`src/sv/ble_pkg.sv`:
```
`default_nettype none

package ble_pkg;

  // Field widths
  localparam int NOW_W     = 32;
  localparam int GAUGE_W   = 8;
  localparam int MV_W      = 16;
  localparam int PCT_W     = 7;
  localparam int IVL_W     = 16;
  localparam int CFG_IDX_W = 1;
  localparam int CFG_W     = 16;

  // Register indexes on the configuration channel
  localparam logic [CFG_IDX_W-1:0] CFG_PMU_PRESENT = 1'b0;
  localparam logic [CFG_IDX_W-1:0] CFG_UPDATE_IVL  = 1'b1;

  localparam logic [IVL_W-1:0] IVL_RESET = 16'd2000;

  // Gauge readings from 0 to this value are trusted
  localparam logic signed [GAUGE_W-1:0] GAUGE_MAX = 8'sd100;

  // LiPo discharge curve: end points and eight linear segments
  localparam int SEGS = 8;
  localparam logic [12:0] CURVE_TOP_MV = 13'd4200;
  localparam logic [12:0] CURVE_BOT_MV = 13'd3300;
  localparam logic [PCT_W-1:0] PCT_FULL = 7'd100;
  localparam logic [PCT_W-1:0] PCT_EMPTY = 7'd0;

  localparam logic [12:0] SEG_HI_MV [SEGS] =
    '{13'd4200, 13'd4100, 13'd4000, 13'd3900, 13'd3800, 13'd3700, 13'd3600, 13'd3500};
  localparam logic [12:0] SEG_LO_MV [SEGS] =
    '{13'd4100, 13'd4000, 13'd3900, 13'd3800, 13'd3700, 13'd3600, 13'd3500, 13'd3300};
  localparam logic [PCT_W-1:0] SEG_LO_PCT [SEGS] =
    '{7'd90, 7'd80, 7'd65, 7'd45, 7'd25, 7'd12, 7'd5, 7'd0};
  // Segment slope (percent per segment) times 5243, so that
  // (offset * scale) >> 19 == offset * slope / 100 for products below 4096
  localparam logic [16:0] SEG_SCALE [SEGS] =
    '{17'd52430, 17'd52430, 17'd78645, 17'd104860,
      17'd104860, 17'd68159, 17'd36701, 17'd26215};
  // 200 mV wide segment: one more bit of shift divides by 200
  localparam logic SEG_HALVE [SEGS] =
    '{1'b0, 1'b0, 1'b0, 1'b0, 1'b0, 1'b0, 1'b0, 1'b1};

  localparam int DIV100_SHIFT = 19;

endpackage

`default_nettype wire

```
`src/sv/ble_query_if.sv`:
```
`default_nettype none

interface ble_query_if import ble_pkg::*; ();
  logic                      valid;
  logic                      ready;
  logic [NOW_W-1:0]          now_ms;
  logic signed [GAUGE_W-1:0] gauge_percent;
  logic [MV_W-1:0]           batt_mv;

  modport source (output valid, now_ms, gauge_percent, batt_mv, input ready);
  modport sink   (input valid, now_ms, gauge_percent, batt_mv, output ready);
endinterface

`default_nettype wire

```
`src/sv/ble_result_if.sv`:
```
`default_nettype none

interface ble_result_if import ble_pkg::*; ();
  logic             valid;
  logic             ready;
  logic [PCT_W-1:0] percent;
  logic             from_gauge;

  modport source (output valid, percent, from_gauge, input ready);
  modport sink   (input valid, percent, from_gauge, output ready);
endinterface

`default_nettype wire

```
`src/sv/ble_cfg_if.sv`:
```
`default_nettype none

interface ble_cfg_if import ble_pkg::*; ();
  logic                 valid;
  logic                 ready;
  logic [CFG_IDX_W-1:0] index;
  logic [CFG_W-1:0]     data;

  modport source (output valid, index, data, input ready);
  modport sink   (input valid, index, data, output ready);
endinterface

`default_nettype wire

```
`src/sv/battery_level_estimator_core.sv`:
```
`default_nettype none

// Battery level estimator. Each query request (timestamp, fuel-gauge reading,
// battery voltage) yields one charge estimate in percent. With pmu_present
// clear the answer is 0; a gauge reading of 0..100 is passed through with
// from_gauge set; otherwise a smoothed voltage (first sample loaded, then a
// quarter of the difference added, no more often than update_interval_ms)
// is mapped through a nine-point LiPo curve with linear interpolation,
// clamped to 100 at 4200 mV and above and 0 at 3300 mV and below. The block
// takes one request per clock while results are being read: the request
// sits in the input register and all the work (source select, smoothing,
// segment pick, interpolation and clamp) is done in one pass into the
// result register, offered from the edge loading it. The smoothed voltage is
// written on that same edge, so a request right behind sees the new value.
// The input register holds its request only while the result register is
// full and not being read, so a stalled result still lets one more request
// in. Configuration writes are always ready and take effect on the next
// cycle; write them only while the block is empty.
module battery_level_estimator_core import ble_pkg::*; (
  input  wire          clk,
  input  wire          rst,
  ble_query_if.sink    query,
  ble_cfg_if.sink      cfg,
  ble_result_if.source result
);

  // ---------------------------------------------------------------------
  // Configuration registers
  // ---------------------------------------------------------------------
  logic             pmu_present;
  logic [IVL_W-1:0] update_interval_ms;

  assign cfg.ready = 1'b1;

  always_ff @(posedge clk) begin
    if (rst) begin
      pmu_present        <= 1'b0;
      update_interval_ms <= IVL_RESET;
    end else if (cfg.valid) begin
      unique case (cfg.index)
        CFG_PMU_PRESENT: pmu_present        <= cfg.data[0];
        CFG_UPDATE_IVL:  update_interval_ms <= cfg.data[IVL_W-1:0];
        default: ;
      endcase
    end
  end

  // ---------------------------------------------------------------------
  // Flow control: a register loads when it is empty or its successor
  // loads too.
  // ---------------------------------------------------------------------
  logic v0, v1;
  logic en0, en1;

  assign en1 = !v1 || result.ready;
  assign en0 = !v0 || en1;

  assign query.ready = en0;

  always_ff @(posedge clk) begin
    if (rst) begin
      v0 <= 1'b0;
      v1 <= 1'b0;
    end else begin
      if (en0) v0 <= query.valid;
      if (en1) v1 <= v0;
    end
  end

  // ---------------------------------------------------------------------
  // Input register
  // ---------------------------------------------------------------------
  logic [NOW_W-1:0]          now_q;
  logic signed [GAUGE_W-1:0] gauge_q;
  logic [MV_W-1:0]           batt_q;

  always_ff @(posedge clk) begin
    if (en0) begin
      now_q   <= query.now_ms;
      gauge_q <= query.gauge_percent;
      batt_q  <= query.batt_mv;
    end
  end

  // ---------------------------------------------------------------------
  // Source select and voltage smoothing. The smoothed voltage is updated
  // as the request moves into the result register.
  // ---------------------------------------------------------------------
  logic [MV_W-1:0]  smoothed_mv;
  logic [NOW_W-1:0] last_update_ms;

  logic [NOW_W-1:0] elapsed;
  logic             gauge_ok;
  logic             do_update;
  logic [MV_W-1:0]  sm_step;
  logic [MV_W-1:0]  smoothed_mv_next;
  logic [MV_W-1:0]  cur_mv;
  logic             state_wr;

  assign elapsed  = now_q - last_update_ms;
  assign gauge_ok = !gauge_q[GAUGE_W-1] && (gauge_q <= GAUGE_MAX);
  // no sample yet, or the interval has strictly passed (wrapping time)
  assign do_update = (smoothed_mv == '0) ||
                     (elapsed > {{(NOW_W-IVL_W){1'b0}}, update_interval_ms});

  // cur + trunc((sample - cur) / 4), rounded toward zero both ways
  always_comb begin
    if (batt_q >= smoothed_mv) begin
      sm_step = smoothed_mv + ((batt_q - smoothed_mv) >> 2);
    end else begin
      sm_step = smoothed_mv - ((smoothed_mv - batt_q) >> 2);
    end
  end

  assign smoothed_mv_next = (smoothed_mv == '0) ? batt_q : sm_step;
  // voltage the curve sees: the refreshed value when a refresh happens
  assign cur_mv = do_update ? smoothed_mv_next : smoothed_mv;

  // ---------------------------------------------------------------------
  // Curve: pick the segment, then offset times a per-segment constant
  // that folds the slope and the division by 100 into one multiply
  // ---------------------------------------------------------------------
  logic [2:0]       seg;
  logic [7:0]       seg_off;
  logic [24:0]      quot_full;
  logic [PCT_W-1:0] quot;
  logic [PCT_W-1:0] curve_pct;

  // segments are disjoint, at most one matches
  always_comb begin
    seg = '0;
    for (int k = 0; k < SEGS; k++) begin
      if (cur_mv <= MV_W'(SEG_HI_MV[k]) && cur_mv > MV_W'(SEG_LO_MV[k])) begin
        seg = 3'(k);
      end
    end
  end

  // offset into a segment is at most 200 mV
  assign seg_off   = 8'(cur_mv - MV_W'(SEG_LO_MV[seg]));
  assign quot_full = 25'(seg_off) * 25'(SEG_SCALE[seg]);
  assign quot      = SEG_HALVE[seg] ? PCT_W'(quot_full >> (DIV100_SHIFT + 1)) :
                                      PCT_W'(quot_full >> DIV100_SHIFT);

  always_comb begin
    priority if (cur_mv >= MV_W'(CURVE_TOP_MV)) begin
      curve_pct = PCT_FULL;
    end else if (cur_mv <= MV_W'(CURVE_BOT_MV)) begin
      curve_pct = PCT_EMPTY;
    end else begin
      curve_pct = SEG_LO_PCT[seg] + quot;
    end
  end

  // ---------------------------------------------------------------------
  // Result select, state update and result register
  // ---------------------------------------------------------------------
  logic [PCT_W-1:0] pct_next;
  logic             fg_next;
  logic [PCT_W-1:0] percent_q;
  logic             from_gauge_q;

  always_comb begin
    pct_next = PCT_EMPTY;
    fg_next  = 1'b0;
    state_wr = 1'b0;
    priority if (!pmu_present) begin
      pct_next = PCT_EMPTY;
    end else if (gauge_ok) begin
      pct_next = gauge_q[PCT_W-1:0];
      fg_next  = 1'b1;
    end else begin
      pct_next = curve_pct;
      state_wr = do_update;
    end
  end

  always_ff @(posedge clk) begin
    if (rst) begin
      smoothed_mv    <= '0;
      last_update_ms <= '0;
    end else if (en1 && v0 && state_wr) begin
      smoothed_mv    <= smoothed_mv_next;
      last_update_ms <= now_q;
    end
  end

  always_ff @(posedge clk) begin
    if (en1) begin
      percent_q    <= pct_next;
      from_gauge_q <= fg_next;
    end
  end

  assign result.valid      = v1;
  assign result.percent    = percent_q;
  assign result.from_gauge = from_gauge_q;

endmodule

`default_nettype wire

```
`src/flat_wrapper.sv`:
```
// flat-port wrapper written by rule: the top's interface ports become plain ports
module battery_level_estimator_core_flat import ble_pkg::*;
  (clk, rst, query_valid, query_now_ms, query_gauge_percent, query_batt_mv, query_ready, cfg_valid, cfg_index, cfg_data, cfg_ready, result_valid, result_percent, result_from_gauge, result_ready);
  ble_query_if query_i ();
  ble_cfg_if cfg_i ();
  ble_result_if result_i ();
  input  wire clk;
  input  wire rst;
  input wire logic [$bits(query_i.valid)-1:0] query_valid;
  input wire logic [$bits(query_i.now_ms)-1:0] query_now_ms;
  input wire logic [$bits(query_i.gauge_percent)-1:0] query_gauge_percent;
  input wire logic [$bits(query_i.batt_mv)-1:0] query_batt_mv;
  output wire logic [$bits(query_i.ready)-1:0] query_ready;
  input wire logic [$bits(cfg_i.valid)-1:0] cfg_valid;
  input wire logic [$bits(cfg_i.index)-1:0] cfg_index;
  input wire logic [$bits(cfg_i.data)-1:0] cfg_data;
  output wire logic [$bits(cfg_i.ready)-1:0] cfg_ready;
  output wire logic [$bits(result_i.valid)-1:0] result_valid;
  output wire logic [$bits(result_i.percent)-1:0] result_percent;
  output wire logic [$bits(result_i.from_gauge)-1:0] result_from_gauge;
  input wire logic [$bits(result_i.ready)-1:0] result_ready;
  assign query_i.valid = query_valid;
  assign query_i.now_ms = query_now_ms;
  assign query_i.gauge_percent = query_gauge_percent;
  assign query_i.batt_mv = query_batt_mv;
  assign query_ready = query_i.ready;
  assign cfg_i.valid = cfg_valid;
  assign cfg_i.index = cfg_index;
  assign cfg_i.data = cfg_data;
  assign cfg_ready = cfg_i.ready;
  assign result_valid = result_i.valid;
  assign result_percent = result_i.percent;
  assign result_from_gauge = result_i.from_gauge;
  assign result_i.ready = result_ready;
  battery_level_estimator_core u_core (.clk(clk), .rst(rst), .query(query_i), .cfg(cfg_i), .result(result_i));
endmodule
```
`config.mk`:
```
export PLATFORM = sky130hd
export DESIGN_NAME = battery_level_estimator_core_flat
export DESIGN_NICKNAME = d
export VERILOG_FILES = /design/src/sv/ble_pkg.sv /design/src/sv/ble_query_if.sv /design/src/sv/ble_result_if.sv /design/src/sv/ble_cfg_if.sv /design/src/sv/battery_level_estimator_core.sv /design/src/flat_wrapper.sv
export SDC_FILE = /design/constraint.sdc
export NUM_CORES = 1
export LEC_CHECK = 0
export BUFFER_PORTS_ARGS = -buffer_cell sky130_fd_sc_hd__buf_4
export CORE_ASPECT_RATIO = 1.4
export CORE_MARGIN = 2
export CORE_UTILIZATION = 46
export CTS_BUF_LIST = sky130_fd_sc_hd__clkbuf_8
export CTS_CLUSTER_SIZE = 30
export DETAILED_ROUTE_END_ITERATION = 10
export PLACE_DENSITY = 0.72
export SKIP_CTS_REPAIR_TIMING = 1
export SYNTH_ARGS = -nofsm -noshare
export SYNTH_HDL_FRONTEND = slang
export SYNTH_SLANG_ARGS = --single-unit
```
`constraint.sdc`:
```
create_clock -name clk -period 40.1 [get_ports clk]
set_clock_uncertainty 0.05 [all_clocks]
set_input_delay 6.015 -clock clk [delete_from_list [all_inputs] [get_ports clk]]
set_output_delay 6.015 -clock clk [all_outputs]
set_load 0.02 [all_outputs]
```
# Yosys cells after proc, flatten, opt, wreduce, memory -nomap -nowiden
# Memory sizes are Yosys's and may differ from the RTL's.
# Cells that the tools add are included.
[word_totals]
ff_bits = 131
mem_bits_ro = 304
out_inout_bits = 11
memories = 4
word_cells = 89
[mem_list]
columns = ["memory", "depth", "width", "read_ports", "rd_clocked_by_memory_dff", "write_ports", "line", "source"]
rows = [
  ["(name not given)", 8, 17, 1, 0, 0, "battery_level_estimator_core.sv:141", "assign quot_full = 25'(seg_off) * 25'(SEG_SCALE[seg]);"],
  ["(name not given)", 8, 13, 1, 0, 0, "battery_level_estimator_core.sv:140", "assign seg_off = 8'(cur_mv - MV_W'(SEG_LO_MV[seg]));"],
  ["(name not given)", 8, 7, 1, 0, 0, "battery_level_estimator_core.sv:151", "curve_pct = SEG_LO_PCT[seg] + quot;"],
  ["(name not given)", 8, 1, 1, 0, 0, "battery_level_estimator_core.sv:142", "assign quot = SEG_HALVE[seg] ? PCT_W'(quot_full >> (DIV100_SHIFT + 1)) :"],
]
[classes]
reduce_logical = 19
order_cmp = 20
addsub = 7
bitwise = 2
n_mul = 1
n_mux = 25
[ops]
columns = ["operator", "count"]
rows = [
  ["16-bit by 12-bit > comparator with 1-bit output (second input constant)", 7],
  ["16-bit by 12-bit less-or-equal comparator with 1-bit output (second input constant)", 7],
  ["16-bit two-way mux", 3],
  ["7-bit two-way mux", 5],
  ["17-bit two-way mux", 2],
  ["32-bit by 16-bit > comparator with 1-bit output", 1],
  ["16-bit subtractor", 2],
  ["32-bit subtractor", 1],
  ["8-bit by 17-bit multiplier with 25-bit output", 1],
  ["16-bit by 14-bit adder with 16-bit output", 1],
  ["16-bit by 13-bit >= comparator with 1-bit output (second input constant)", 1],
  ["16-bit >= comparator", 1],
  ["16-bit by 13-bit less-or-equal comparator with 1-bit output (second input constant)", 1],
  ["16-bit zero test", 1],
  ["8-bit two-way mux", 2],
  ["16-bit by 14-bit subtractor with 16-bit output", 1],
  ["3-bit two-way mux", 4],
  ["1-bit logical AND", 10],
  ["8-bit less-or-equal comparator (second input constant)", 1],
  ["8-bit subtractor", 1],
  ["7-bit adder", 1],
  ["1-bit two-way mux", 6],
  ["6-bit two-way mux", 1],
  ["4-bit >= comparator (second input constant)", 1],
  ["other kinds (6)", 12],
]

# Logic depth before layout (Yosys ltp)
[logic_depth]
ltp_word = 25
ltp_mapped = 74

# Worst setup path before layout
# No wires, ideal clock.
[synth_path]
kind = "register -> register"
startpoint = "register u_core.smoothed_mv[4]"
endpoint = "register u_core.percent_q[5] (netlist: u_core.result.percent[5]), data pin"
setup_ps = 255
setup_slack_ps = 25638
t_required_ps = 39795
stages_incl_launch_ff = 62
n_path_buf = 3
arrival_ps = 14157
path_cell_list = "dfxtp_1 > clkbuf_1 > inv_1 > ha_1 > buf_6 > or4_2 > nor4_1 > nor3_1 > a21oi_1 > or4b_1 > or2b_2 > nand2b_1 > xnor2_1 > nand2_1 > o21ai_0 > ha_1 > a41o_1 > a221o_1 > (+26 left out) > ha_1 > nand3_1 > nor4b_1 > a211oi_1 > o211ai_1 > a21oi_1 > o21ai_0 > a21o_1 > mux2_4 > a311oi_1 > ha_1 > a21o_1 > a21oi_1 > o21bai_1 > a21oi_1 > xnor2_1 > a21oi_1 > nor2_1"
[synth_between]
elab_chain_cells = 25
elab_cells_between_ends = 60
classes_between = "6 x add/sub; 1 x mul; 17 x order compare; 22 x mux; 1 x bitwise; 9 x reduce/logical; 4 x memory"
[synth_rtl]
columns = ["item", "line", "source"]
rows = [
  ["start: declaration", "battery_level_estimator_core.sv:89", "logic [MV_W-1:0] smoothed_mv;"],
  ["start signal: assignment", "battery_level_estimator_core.sv:183", "smoothed_mv <= smoothed_mv_next;"],
  ["16-bit subtractor (on tied branches)", "battery_level_estimator_core.sv:111, battery_level_estimator_core.sv:109", ""],
  ["16-bit by 14-bit subtractor with 16-bit output / 16-bit by 14-bit adder with 16-bit output (equally long branches)", "battery_level_estimator_core.sv:111, battery_level_estimator_core.sv:109", ""],
  ["16-bit two-way mux", "battery_level_estimator_core.sv:108", "if (batt_q >= smoothed_mv) begin"],
  ["16-bit two-way mux", "battery_level_estimator_core.sv:115", "assign smoothed_mv_next = (smoothed_mv == '0) ? batt_q : sm_step;"],
  ["16-bit two-way mux *", "battery_level_estimator_core.sv:117", "assign cur_mv = do_update ? smoothed_mv_next : smoothed_mv;"],
  ["16-bit by 13-bit less-or-equal comparator with 1-bit output / 16-bit by 12-bit > comparator with 1-bit output (equally long branches)", "battery_level_estimator_core.sv:133", "if (cur_mv <= MV_W'(SEG_HI_MV[k]) && cur_mv > MV_W'(SEG_LO_MV[k])) begin"],
  ["1-bit logical AND", "battery_level_estimator_core.sv:133", ""],
  ["1-bit two-way mux", "battery_level_estimator_core.sv:133", ""],
  ["(+8 left out)", "--", ""],
  ["8-bit two-way mux (implied by the code) (2 in series)", "battery_level_estimator_core.sv:140", ""],
  ["8-bit subtractor", "battery_level_estimator_core.sv:140", ""],
  ["8-bit by 17-bit multiplier with 25-bit output", "battery_level_estimator_core.sv:141", ""],
  ["6-bit two-way mux", "battery_level_estimator_core.sv:142", ""],
  ["7-bit adder", "battery_level_estimator_core.sv:151", ""],
  ["7-bit two-way mux", "battery_level_estimator_core.sv:148", "end else if (cur_mv <= MV_W'(CURVE_BOT_MV)) begin"],
  ["7-bit two-way mux *", "battery_level_estimator_core.sv:146", "priority if (cur_mv >= MV_W'(CURVE_TOP_MV)) begin"],
  ["7-bit two-way mux *", "battery_level_estimator_core.sv:169", "end else if (gauge_ok) begin"],
  ["end signal: assignment", "battery_level_estimator_core.sv:190", "percent_q <= pct_next;"],
  ["end: declaration", "battery_level_estimator_core.sv:160", "logic [PCT_W-1:0] percent_q;"],
]
# Every way passes the cells marked *; elsewhere a longest branch is shown, timed or not. The select of a mux whose other input is x is not followed.
# A chain may end at the register's enable or synchronous reset.

# Final worst setup path
[layout_path]
startpoint = "register u_core.smoothed_mv[3]"
endpoint = "register u_core.percent_q[5] (netlist: u_core.result.percent[5]), data pin"
# The elaborated chain is that of the path after synthesis.

==> run_results.csv <==
group,metric,value,unit
outcome,status,"finished, final reports clean",
worst_hold_path,hp-class,"flop to flop",
global_routing,top_usage_layer,"met2",
cells_and_area,nets,2323,
run,max-cap-violations,0,
clock_network,cts_tree,"yes",
placement,place.gp.congestion,0.974,
detailed_routing,drtIter0Drc,953,
detailed_routing,antenna_left,0,
synthesis,synth_area,15800,sq um
global_routing,use_met2,47.7,%
timing,finalMaxSlewViolations,0,
synthesis,synth-async-reset-ratio,0,%
synthesis,ys.flop_type,"dfxtp_1",
timing,final-hold-violation-count,0,
clock_network,h-tree-depth,4,
synthesis,ys_ff_latch,131,
die,start_util,46.6,%
global_routing,grtUsageTotal,24.9,%
worst_setup_path,end_kind,"flop",
timing,min_period,16.86,ns
timing,slew_headroom,18.6,%
worst_setup_path,critPathMaxFanout,15,
synthesis,yosys.cell_types.count,109,
detailed_routing,viasPerCell,5.83,
die,io_pins,89,
worst_setup_path,worst_path_largest_cell_delay,0.96,ns
clock_network,cts_sinks,131,
global_routing,grt_overflow_total,0,
global_routing,antenna_found_initial,0,
detailed_routing,vias,14340,
die,die_h,224,microns
worst_setup_path,worst-path-buf-inv,4,
cells_and_area,multi_input_area,11300,sq um
detailed_routing,drt-total-wl,44.1,mm
cells_and_area,area_growth,7.93,%
die,die_w,161,microns
detailed_routing,routedWlPerCell,17.9,microns
timing,setup_viol,0,
cells_and_area,drive_gt1_share,10.3,%
timing,timing.setup.tns,0,ns
die,dieArea,36000,sq um
clock_network,cts_buffers,17,
worst_setup_path,cp-start-kind,"flop",
global_routing,met3_usage,2.70,%
synthesis,synth_seq_area_share,20.6,%
die,coreArea,34000,sq um
cells_and_area,nFillCells,3281,
clock_network,cts-root-buf,"clkbuf_8",
cells_and_area,insertedDiodeCount,0,
worst_setup_path,critPathTopFamily,"compound AO/OA/AOI/OAI gates",
timing,tightest_slew,1.21,ns
placement,dp_hpwl,35.6,mm
timing,rsz0062_at_grt,"false",
cells_and_area,ff_latch_area,3260,sq um
clock_network,path_clk_slew,0.10,ns
detailed_routing,drt_first_pass_iters,6,
synthesis,ys_warn_count,0,
global_routing,grt_first_pass_wirelength,72.1,mm
synthesis,synth_nets,2284,
die,rows,80,
worst_setup_path,crit_arrival,17.08,ns
synthesis,syn_inst,1957,
worst_setup_path,critical_path_class,"flop to flop",
synthesis,synth_edf_count,64,
global_routing,grt_max_degree,68,
synthesis,avgSynthCellArea,8.10,sq um
worst_setup_path,crit_slowest_cell,"xnor2_1",
global_routing,first_global_vias,14517,
global_routing,met1_usage,26.2,%
timing,fin_crit_sh,42.0,%
placement,port_buffers,87,
worst_setup_path,worstPathRequired,40.33,ns
clock_network,cts_buffer_depth,2,
clock_network,insertion_delay,0.51,ns
timing,max_freq,59.3,MHz
detailed_routing,drc,0,
## Yosys cell counts (all sizes together) (12+ instances only)
library cell,count,area [sq um]
o21ai,84,432
xnor2,42,368
nand3,24,120
nor2,200,751
o21a,22,165
mux2,12,146
a31oi,20,125
ha,156,1950
nand2,210,791
mux2i,17,174
nor4,28,215
and2,15,96.3
nand2b,22,138
buf,17,126
nor2b,20,128
and3,17,111
or2,16,100
dfxtp,67,1340
a211oi,33,275
o211ai,17,128
nor3,42,215
a21oi,172,872
nand4,19,119
a21o,47,362
clkbuf,59,293
fa,93,1860
xor2,26,228
inv,233,875
a2111oi,12,111
edfxtp,64,1920
## final cells by class
class                   count  share of cell area, %
multi-input cells        1514                   66.1
flip-flops and latches    131                   19.1
inverters                 236                   5.18
repair buffers             96                   4.21
well taps                 451                   3.30
clock buffers              19                   1.53
clock inverters            13                  0.651
## metal layers
layer	up-vias	wire length (microns)	part of all wire, %
met2	491	23500	53
li1	6913	-	-
met1	6782	16300	37
met3	154	1930	4.4
met5	-	0	0
met4	0	2430	5.5
## cells in the final DEF (no fill, tap or decap), types with 8 or more instances in the layout
master,count
a2111oi_0,11
o31ai_1,8
clkbuf_8,19
nor2_1,200
ha_1,156
a211oi_1,29
nand3b_1,8
nand4_1,19
dfxtp_1,67
mux2i_1,16
mux2_2,8
or2_2,15
a21o_1,40
o21bai_1,9
edfxtp_1,64
nor4_1,22
xnor2_1,42
nand2_1,208
and2_1,13
and3_1,13
buf_4,96
o211ai_1,17
a21oi_1,169
inv_1,235
fa_1,93
a31oi_1,20
and4_1,8
xor2_1,26
nand3_1,24
nand2b_1,22
o21a_1,22
nor3_1,41
o21ai_0,77
nor2b_1,19
## path summary, 6_finish.rpt
kind,slack (ns),start,endpoint,cells past startpoint
worst max-delay path,23.24,u_core.smoothed_mv[3]$_SDFFE_PP0P_,u_core.result.percent[5]$_SDFFCE_PN0N_,56
worst min-delay path,0.40,u_core.last_update_ms[13]$_SDFFE_PP0P_,u_core.last_update_ms[13]$_SDFFE_PP0P_,2
worst max register to register,23.24,u_core.smoothed_mv[3]$_SDFFE_PP0P_,u_core.result.percent[5]$_SDFFCE_PN0N_,56
worst min register to register,0.40,u_core.last_update_ms[13]$_SDFFE_PP0P_,u_core.last_update_ms[13]$_SDFFE_PP0P_,2
## stage by stage
stage          instance area, sq um  setup slack, ns  hold WS (ns)  cells  utilization, %
6_report                      17100            23.24         0.404   2460            50.3
5_1_grt                       17100            22.16         0.426   2460            50.3
4_1_cts                       17100            23.41         0.408   2460            50.3
3_5_place_dp                  16700            23.40         0.397   2428            49.2
3_3_place_gp                  16700            24.00         0.392   2428            49.2
2_1_floorplan                 15800            25.64         0.386   1957               -
## worst min-delay path, stage by stage, from the launching register on
cell and delay, ns:
dfxtp_1 0.31, nand2_1 0.05, a21oi_1 0.05
## logic make-up (layout without fill, tap and decap cells)
logic type / Yosys count / after routing / synth area share (%)
other: 1 / 1 / 0.0237
flip-flops: 131 / 131 / 20.6
adder cells (fa/ha/maj): 249 / 249 / 24.1
multiplexers: 29 / 29 / 2.02
AO/OA/AOI/OAI: 504 / 504 / 21.0
AND/OR/NAND/NOR: 663 / 663 / 20.3
buffers and inverters: 312 / 364 / 8.23
XOR/XNOR: 68 / 68 / 3.76
## sequential cells by signal, indices dropped and copies added (netlist names)
register	count
u_core.last_update_ms	32
u_core.now_q	32
u_core.batt_q	16
u_core.smoothed_mv	16
u_core.update_interval_ms	16
u_core.gauge_q	8
u_core.result.percent	7
u_core.pmu_present	1
u_core.result.from_gauge	1
u_core.result.valid	1
u_core.v0	1
Power is not shown: default switching activity piles up to over one toggle a cycle in this logic, so the estimate is an artifact.
